--- config.mk ---
export PLATFORM = sky130hd
export DESIGN_NAME = double_ended_queue
export DESIGN_NICKNAME = d
export VERILOG_FILES = /design/src/dq_pkg.sv /design/src/dq_ram.sv /design/src/dq_ctrl.sv /design/src/double_ended_queue.sv
export VERILOG_INCLUDE_DIRS = /design/src /design/src/src
export SDC_FILE = /design/constraint.sdc
export NUM_CORES = 1
export LEC_CHECK = 0
export BUFFER_PORTS_ARGS = -buffer_cell sky130_fd_sc_hd__clkbuf_2
export CORE_MARGIN = 5
export CORE_UTILIZATION = 59
export CTS_BUF_LIST = sky130_fd_sc_hd__clkbuf_16
export CTS_CLUSTER_SIZE = 8
export DETAILED_ROUTE_END_ITERATION = 8
export GPL_TIMING_DRIVEN = 0
export HOLD_SLACK_MARGIN = 0.15
export PLACE_DENSITY = 0.77
export SLEW_MARGIN = 15
export SYNTH_ARGS = -nofsm -noshare
export SYNTH_HDL_FRONTEND = slang
export SYNTH_SLANG_ARGS = --single-unit
export TNS_END_PERCENT = 30
--- constraint.sdc ---
create_clock -name clk -period 5.19 [get_ports clk]
set_input_delay 0 -clock clk [delete_from_list [all_inputs] [get_ports clk]]
set_output_delay 0 -clock clk [all_outputs]
set_load 0.05 [all_outputs]
--- src/double_ended_queue_defines.svh ---
// Assertion macros shared by the double-ended queue RTL.
`ifndef DOUBLE_ENDED_QUEUE_DEFINES_SVH
`define DOUBLE_ENDED_QUEUE_DEFINES_SVH

// Condition must hold at every clock edge outside reset.
`define DQ_ASSERT_ALWAYS(lbl, cond) \
  lbl: assert property (@(posedge clk) disable iff (rst) (cond)) \
    else $error("deque check failed");

// Consequent must hold in the same cycle as the antecedent.
`define DQ_ASSERT_IMP(lbl, ante, cons) \
  lbl: assert property (@(posedge clk) disable iff (rst) (ante) |-> (cons)) \
    else $error("deque check failed");

// Consequent must hold in the cycle after the antecedent.
`define DQ_ASSERT_NXT(lbl, ante, cons) \
  lbl: assert property (@(posedge clk) disable iff (rst) (ante) |=> (cons)) \
    else $error("deque check failed");

`endif

--- src/dq_pkg.sv ---
// Types, constants and helper functions of the double-ended queue.
package dq_pkg;

  localparam int DEPTH       = 16;
  localparam int DATA_WIDTH  = 32;
  localparam int ADDR_W      = $clog2(DEPTH);
  localparam int CNT_W       = $clog2(DEPTH + 1);
  localparam int SUM_W       = CNT_W + 1;
  localparam int OP_W        = 3;
  localparam int STATUS_W    = 2;
  localparam int IN_TDATA_W  = ((DATA_WIDTH + 7) / 8) * 8;
  localparam int OUT_BITS    = 2 * DATA_WIDTH + CNT_W + 1;
  localparam int OUT_TDATA_W = ((OUT_BITS + 7) / 8) * 8;

  typedef enum logic [OP_W-1:0] {
    OP_PUSH_FRONT = 3'd0,
    OP_PUSH_BACK  = 3'd1,
    OP_POP_FRONT  = 3'd2,
    OP_POP_BACK   = 3'd3,
    OP_CLEAR      = 3'd4
  } op_t;

  typedef enum logic [STATUS_W-1:0] {
    ST_OK        = 2'd0,
    ST_UNDERFLOW = 2'd1,
    ST_OVERFLOW  = 2'd2
  } status_t;

  typedef enum logic [1:0] {
    S_IDLE,
    S_READ,
    S_RESP
  } state_t;

  // Result information passed from the controller to the output stage.
  typedef struct packed {
    logic                 load;
    status_t              status;
    logic [CNT_W-1:0]     count;
    logic                 empty;
  } res_t;

  // Reduce a sum below twice the depth into a buffer position.
  function automatic logic [ADDR_W-1:0] wrap_pos(input logic [SUM_W-1:0] s);
    logic [SUM_W-1:0] r;
    r = (s >= SUM_W'(DEPTH)) ? s - SUM_W'(DEPTH) : s;
    return r[ADDR_W-1:0];
  endfunction

endpackage

--- src/dq_ram.sv ---
// Generic synchronous RAM with one write port and two registered read ports.
module dq_ram #(
  parameter  int DEPTH = 16,
  parameter  int WIDTH = 32,
  localparam int AW    = $clog2(DEPTH)
) (
  input  logic             clk,
  input  logic             we,
  input  logic [AW-1:0]    waddr,
  input  logic [WIDTH-1:0] wdata,
  input  logic             re,
  input  logic [AW-1:0]    raddr_a,
  input  logic [AW-1:0]    raddr_b,
  output logic [WIDTH-1:0] rdata_a,
  output logic [WIDTH-1:0] rdata_b
);

  logic [WIDTH-1:0] mem [DEPTH];

  // Write port.
  always_ff @(posedge clk) begin
    if (we) begin
      mem[waddr] <= wdata;
    end
  end

  // Read ports; data holds while re is low.
  always_ff @(posedge clk) begin
    if (re) begin
      rdata_a <= mem[raddr_a];
      rdata_b <= mem[raddr_b];
    end
  end

endmodule

--- src/dq_ctrl.sv ---
// Pointer, count and sequencing logic of the double-ended queue.
`include "double_ended_queue_defines.svh"

module dq_ctrl (
  input  logic                           clk,
  input  logic                           rst,
  input  logic                           in_valid,
  output logic                           in_ready,
  input  logic [dq_pkg::OP_W-1:0]        op,
  input  logic [dq_pkg::DATA_WIDTH-1:0]  value,
  input  logic                           out_free,
  output logic                           ram_we,
  output logic [dq_pkg::ADDR_W-1:0]      ram_waddr,
  output logic [dq_pkg::DATA_WIDTH-1:0]  ram_wdata,
  output logic                           ram_re,
  output logic [dq_pkg::ADDR_W-1:0]      ram_raddr_front,
  output logic [dq_pkg::ADDR_W-1:0]      ram_raddr_back,
  output dq_pkg::res_t                   res
);

  import dq_pkg::*;

  state_t            state;
  state_t            state_next;
  logic [ADDR_W-1:0] front_index;
  logic [ADDR_W-1:0] front_index_next;
  logic [CNT_W-1:0]  stored_count;
  logic [CNT_W-1:0]  stored_count_next;
  status_t           status;
  status_t           status_next;
  logic              accept;
  logic              full;
  logic              empty;
  logic [ADDR_W-1:0] front_dec;
  logic [ADDR_W-1:0] front_inc;
  logic [ADDR_W-1:0] back_pos;

  assign accept = in_valid && in_ready;
  assign full   = (stored_count == CNT_W'(DEPTH));
  assign empty  = (stored_count == '0);

  // Neighbor positions of the front entry, wrapping around the buffer.
  assign front_dec = (front_index == '0) ? ADDR_W'(DEPTH - 1) : front_index - 1'b1;
  assign front_inc = (front_index == ADDR_W'(DEPTH - 1)) ? '0 : front_index + 1'b1;

  // Operation decode: pointer and count update, status and the entry write of a push.
  always_comb begin
    front_index_next  = front_index;
    stored_count_next = stored_count;
    status_next       = ST_OK;
    ram_we            = 1'b0;
    ram_waddr         = front_index;
    case (op)
      OP_PUSH_FRONT: begin
        if (full) begin
          status_next = ST_OVERFLOW;
        end else begin
          front_index_next  = front_dec;
          ram_we            = accept;
          ram_waddr         = front_dec;
          stored_count_next = stored_count + 1'b1;
        end
      end
      OP_PUSH_BACK: begin
        if (full) begin
          status_next = ST_OVERFLOW;
        end else begin
          ram_we            = accept;
          ram_waddr         = wrap_pos(SUM_W'(front_index) + SUM_W'(stored_count));
          stored_count_next = stored_count + 1'b1;
        end
      end
      OP_POP_FRONT: begin
        if (empty) begin
          status_next = ST_UNDERFLOW;
        end else begin
          front_index_next  = front_inc;
          stored_count_next = stored_count - 1'b1;
        end
      end
      OP_POP_BACK: begin
        if (empty) begin
          status_next = ST_UNDERFLOW;
        end else begin
          stored_count_next = stored_count - 1'b1;
        end
      end
      OP_CLEAR: begin
        front_index_next  = '0;
        stored_count_next = '0;
      end
      default: begin
      end
    endcase
  end

  assign ram_wdata = value;

  // Queue state registers, updated on an accepted transfer.
  always_ff @(posedge clk) begin
    if (rst) begin
      front_index  <= '0;
      stored_count <= '0;
      status       <= ST_OK;
    end else if (accept) begin
      front_index  <= front_index_next;
      stored_count <= stored_count_next;
      status       <= status_next;
    end
  end

  // Back entry position; an empty queue reads a don't-care entry.
  assign back_pos = wrap_pos(SUM_W'(front_index) + SUM_W'(stored_count) - SUM_W'(1));

  // Sequencer state register.
  always_ff @(posedge clk) begin
    if (rst) begin
      state <= S_IDLE;
    end else begin
      state <= state_next;
    end
  end

  // Next state logic.
  always_comb begin
    state_next = state;
    case (state)
      S_IDLE: begin
        if (in_valid) begin
          state_next = S_READ;
        end
      end
      S_READ: begin
        state_next = S_RESP;
      end
      S_RESP: begin
        if (out_free) begin
          state_next = S_IDLE;
        end
      end
      default: begin
        state_next = S_IDLE;
      end
    endcase
  end

  // Output logic.
  always_comb begin
    in_ready        = 1'b0;
    ram_re          = 1'b0;
    res.load        = 1'b0;
    res.status      = status;
    res.count       = stored_count;
    res.empty       = empty;
    case (state)
      S_IDLE: begin
        in_ready = 1'b1;
      end
      S_READ: begin
        ram_re = 1'b1;
      end
      S_RESP: begin
        res.load = out_free;
      end
      default: begin
      end
    endcase
  end

  assign ram_raddr_front = front_index;
  assign ram_raddr_back  = back_pos;

  // The count never passes the buffer depth.
  `DQ_ASSERT_ALWAYS(a_count_bound, stored_count <= CNT_W'(DEPTH))
  // An entry is written only in the cycle of an accepted transfer.
  `DQ_ASSERT_IMP(a_write_on_accept, ram_we, accept)
  // An accepted transfer is followed by the read of its front and back.
  `DQ_ASSERT_NXT(a_accept_then_read, accept, ram_re && !in_ready)
  // A result is loaded only after the entries were read.
  `DQ_ASSERT_IMP(a_load_after_read, res.load, state == S_RESP && out_free)
  // A push that is not an overflow grows the queue by one entry.
  `DQ_ASSERT_NXT(a_push_grows, accept && !full &&
                 (op == OP_PUSH_FRONT || op == OP_PUSH_BACK),
                 stored_count == $past(stored_count) + 1'b1)

endmodule

--- src/double_ended_queue.sv ---
// Top level of the double-ended queue: memory, controller and result register.
//
// Usage:
//   Input channel s_*: one transfer carries one operation. s_tuser holds the
//   operation code (push front, push back, pop front, pop back, clear) and
//   s_tdata the value that a push stores.
//   Output channel m_*: every operation gives exactly one result with the
//   front and back entries, the entry count and the empty flag in m_tdata
//   and the status (ok, underflow, overflow) in m_tuser.
//   Sequence: the operation updates the pointers and writes the entry, then the
//   memory is read at the new front and back positions and the result is
//   loaded into the result register; an operation is taken only in the idle
//   state, so no new operation is taken before the last one has finished.
//   Stall: the result register holds a result while m_tready is low; the next
//   operation is not taken until the waiting result has been loaded.
//   Reset: the queue is empty with the front at position zero; the entries
//   are not cleared and no result is pending.
module double_ended_queue (
  input  logic                            clk,
  input  logic                            rst,
  input  logic                            s_tvalid,
  output logic                            s_tready,
  // s_tdata: value
  input  logic [dq_pkg::IN_TDATA_W-1:0]   s_tdata,
  // s_tuser: op
  input  logic [dq_pkg::OP_W-1:0]         s_tuser,
  output logic                            m_tvalid,
  input  logic                            m_tready,
  // m_tdata: front_value, back_value, entry_count, is_empty
  output logic [dq_pkg::OUT_TDATA_W-1:0]  m_tdata,
  // m_tuser: status
  output logic [dq_pkg::STATUS_W-1:0]     m_tuser
);

  import dq_pkg::*;

  logic                  out_free;
  logic                  ram_we;
  logic [ADDR_W-1:0]     ram_waddr;
  logic [DATA_WIDTH-1:0] ram_wdata;
  logic                  ram_re;
  logic [ADDR_W-1:0]     ram_raddr_front;
  logic [ADDR_W-1:0]     ram_raddr_back;
  logic [DATA_WIDTH-1:0] front_data;
  logic [DATA_WIDTH-1:0] back_data;
  res_t                  res;
  logic [DATA_WIDTH-1:0] front_value;
  logic [DATA_WIDTH-1:0] back_value;

  assign out_free = !m_tvalid || m_tready;

  dq_ctrl u_ctrl (
    .clk             (clk),
    .rst             (rst),
    .in_valid        (s_tvalid),
    .in_ready        (s_tready),
    .op              (s_tuser),
    .value           (s_tdata[DATA_WIDTH-1:0]),
    .out_free        (out_free),
    .ram_we          (ram_we),
    .ram_waddr       (ram_waddr),
    .ram_wdata       (ram_wdata),
    .ram_re          (ram_re),
    .ram_raddr_front (ram_raddr_front),
    .ram_raddr_back  (ram_raddr_back),
    .res             (res)
  );

  dq_ram #(
    .DEPTH (DEPTH),
    .WIDTH (DATA_WIDTH)
  ) u_ram (
    .clk     (clk),
    .we      (ram_we),
    .waddr   (ram_waddr),
    .wdata   (ram_wdata),
    .re      (ram_re),
    .raddr_a (ram_raddr_front),
    .raddr_b (ram_raddr_back),
    .rdata_a (front_data),
    .rdata_b (back_data)
  );

  // An empty queue reports zero for both ends.
  assign front_value = res.empty ? '0 : front_data;
  assign back_value  = res.empty ? '0 : back_data;

  // Result register toward the output channel.
  always_ff @(posedge clk) begin
    if (rst) begin
      m_tvalid <= 1'b0;
    end else if (res.load) begin
      m_tvalid <= 1'b1;
    end else if (m_tready) begin
      m_tvalid <= 1'b0;
    end
  end

  always_ff @(posedge clk) begin
    if (res.load) begin
      m_tdata <= OUT_TDATA_W'({res.empty, res.count, back_value, front_value});
      m_tuser <= res.status;
    end
  end

endmodule
==> results.md <==
* Outcome: completed
* Final core occ at 0.703
* Max Transition Viols Final at 0
* Met1 Wirelength at 27.4 mm
* Ports at roughly 120
* Pre-CTS WS at between 0.4 and 0.5 ns
* DRT Pass-1 Iters at 6
* Core Rows at 81
* Cell variety after synth at 47
* Synth Warn # at 0
* Detail Route Antenna Nets at 0
* Clock Sinks at between 600 and 700
* Max layer used: met4
* Cell Area, Synth at between 0.02 and 0.03 sq mm
* H-tree depth at 3
* Aggregate global-route resource usage at 0.298
* CTS tree: built
* Clk Latency, worst-skew pair at about 0.64 ns
* WP data required at between 5 and 6 ns
* Worst vdd ir at 247 uV
* Register area share after synthesis at 0.679
* Antenna violations before repair at 2
* Die height at roughly 230 um
* CTS resizes at 0
* Cells after Synth at between 1000 and 1500
* Gpl congestion at 0.845
* Final worst-path setup slack at ~0.32 ns
* Fill count at 2874
* Reg clk slew, reported paths at 0.05 ns
* Period utilisation layout at 0.939
* Net count, final at 1696
* Synth-to-Final Area Change at 18.2%
* CP Max Fanout at 10
* Arr. time, crit path at 5.17 ns
* Pwr Density at between 300 and 400 mW/mm^2
* Relative slew slack at 0.174
* Setup TNS Final at 0 ns
* Maximum clock frequency at between 200 and 250 MHz
* Final setup viols at 0
* Number of synthesized flops with an enable pin at between 600 and 700
* Fin. Hold Viols at 0
* Worst hold path type: input port to register
* Max_cap viols at 0
* Die area at 0.0538 sq mm
* Tightest Pin Transition at 1.24 ns
* Largest net degree at the start of global routing at 29
* RSZ-0062 raised after global routing: no
* Critical Path End Type: register
* Tmin final at ~4.9 ns
* Leak pwr at around 11 nW
* Vias at approximately 17000
* Synth Flop Type: edfxtp_1
* Met2 routed wirelength at ~38 mm
* CP startpoint kind: register
* Yosys top cell by area: edfxtp_1
* DRT Wirelength at 79.0 mm
* DP HPWL at around 48 mm
* CTS Buf Count at roughly 90
* Synth Area per Inst at around 21 sq um
* Die Width at about 230 um
* FF+latch count, synth at ~660
* CTS Buffer Depth at 3
* Post-synth ARST share at 0
* Iter 0 DRT Violations at about 2700
* Vias in the first global route at ~17000
* Total global routing overflow at 0
* Vias per Instance at 7.06
* Starting Density at 0.595
* Hold WS at roughly 0.32 ns
* Share of Yosys cell area claimed by the top area cell type at 0.670
* Core ar. at slightly below 0.05 sq mm
* Share of cells above drive strength 1 at 0.352
* DRC at 0
* Area contributors post-synth: edfxtp_1 (67%), mux4_2 (22%), mux2i_1 (3.4%)
* PortBufs at 110
* WS Path Type: register to register
* Post-DR wirelength/cell at about 34 um
* Met3 routed WL at ~9.9 mm
* First-pass GRT wire length at about 120 mm
* Root Buffer: clkbuf_16
* Worst Skew at approximately 0.034 ns
cells in the mapped netlist (6+ instances only):
master    count
edfxtp_1    648
buf_2        17
clkbuf_1     53
nand2b_1     10
dfxtp_1      14
mux4_2      287
buf_1        14
inv_1         6
and2_1       68
nor2_1       36
nor3_1        8
mux2i_1      99
buf_8         6
ha_1          9
a21oi_1      13
nand2_1      17
layout make-up:
class	count	area, sq um	share of cell area
clock buffers	95	2380	0.0692
flip-flops and latches	662	19700	0.575
inverters	7	26.3	0.000765
diodes	3	7.51	0.000219
clock inverters	31	151	0.00441
repair buffers	185	1770	0.0515
multi-input cells	605	8980	0.261
well taps	664	831	0.0242
plain buffers	93	468	0.0136
sequential cells by signal (all words and copies together), names as in the netlist:
register / count
m_tuser: 2
m_tdata: 70
u_ram.rdata_b: 32
u_ctrl.ram_raddr_front: 4
u_ctrl.status: 2
u_ctrl.stored_count: 5
u_ctrl.state: 2
m_tvalid: 1
u_ram.mem: 512
u_ram.rdata_a: 32
critical path, cell delays in order, from the launching register on:
cell,delay (ns)
dfxtp_1,0.37
ha_1,0.30
buf_2,0.20
buf_2,0.45
buf_2,0.54
inv_1,0.10
ha_1,0.32
clkbuf_1,0.55
clkbuf_1,0.85
mux4_2,0.42
mux2i_1,0.23
mux2i_1,0.21
through the flow:
stage / power (mW) / cells / cell area, sq um
4_1_cts: 13.3 / 2341 / 34300
3_5_place_dp: 8.01 / 2172 / 31400
2_1_floorplan: 7.40 / 1367 / 29100
3_3_place_gp: 7.96 / 2141 / 30400
5_1_grt: 13.7 / 2344 / 34300
6_report: 13.3 / 2345 / 34300
metal layers:
layer	track usage	vias up
li1	-	6358
met1	0.403	8473
met2	0.480	1476
met3	0.0767	259
met4	0.112	0
met5	0	-
where the power goes:
group	switching, mW	internal [mW]
clock network	2.11	3.21
registers	0.0311	6.03
logic	1.13	0.811
logic make-up (layout without fill, tap and decap cells):
kind of cell	count (synthesis)	count (layout)	synth area share
adders and majority gates	11	11	0.00525
and+or+nand+nor	152	152	0.0280
DFF	662	662	0.679
xor gates and xnor gates	9	9	0.00336
muxes	388	388	0.257
AOI/OAI and AO/OA	43	43	0.0102
other	1	5	0.000129
buffers and inverters	100	411	0.0165
placed cells by master, fill, tap and decap left out, types with 8 or more instances in the layout:
cell / instances
buf_16: 21
edfxtp_1: 648
mux2i_1: 99
clkbuf_16: 95
buf_2: 18
dfxtp_1: 14
mux4_2: 287
nor2_1: 20
nand2_1: 17
inv_1: 32
nor3_1: 8
buf_1: 10
and2_1: 68
nand2b_1: 10
ha_1: 9
clkbuf_2: 121
nor2_4: 16
a21oi_1: 13
buf_12: 10
dlygate4sd3_1: 43
clkbuf_1: 45
repair_timing:
| action | CTS | global route |
|---|---|---|
| setup buffers | 0 | 0 |
| hold buffers | 43 | 0 |
| endpoints found under the setup margin | 0 | 0 |
| hold endpoints to repair | 546 | 0 |
worst paths after layout:
path	start	end	slack (ns)	cells after the start
worst max-delay path	u_ctrl.stored_count[0]	u_ram.rdata_b[31]	0.32	11
worst min register to register	u_ctrl.status[0]	m_tuser[0]	0.44	0
worst max register to register	u_ctrl.stored_count[0]	u_ram.rdata_b[31]	0.32	11
worst min-delay path	s_tdata[24]	u_ram.mem[10][24]	0.32	2
Note: power is estimated with default switching activity, not from simulation.
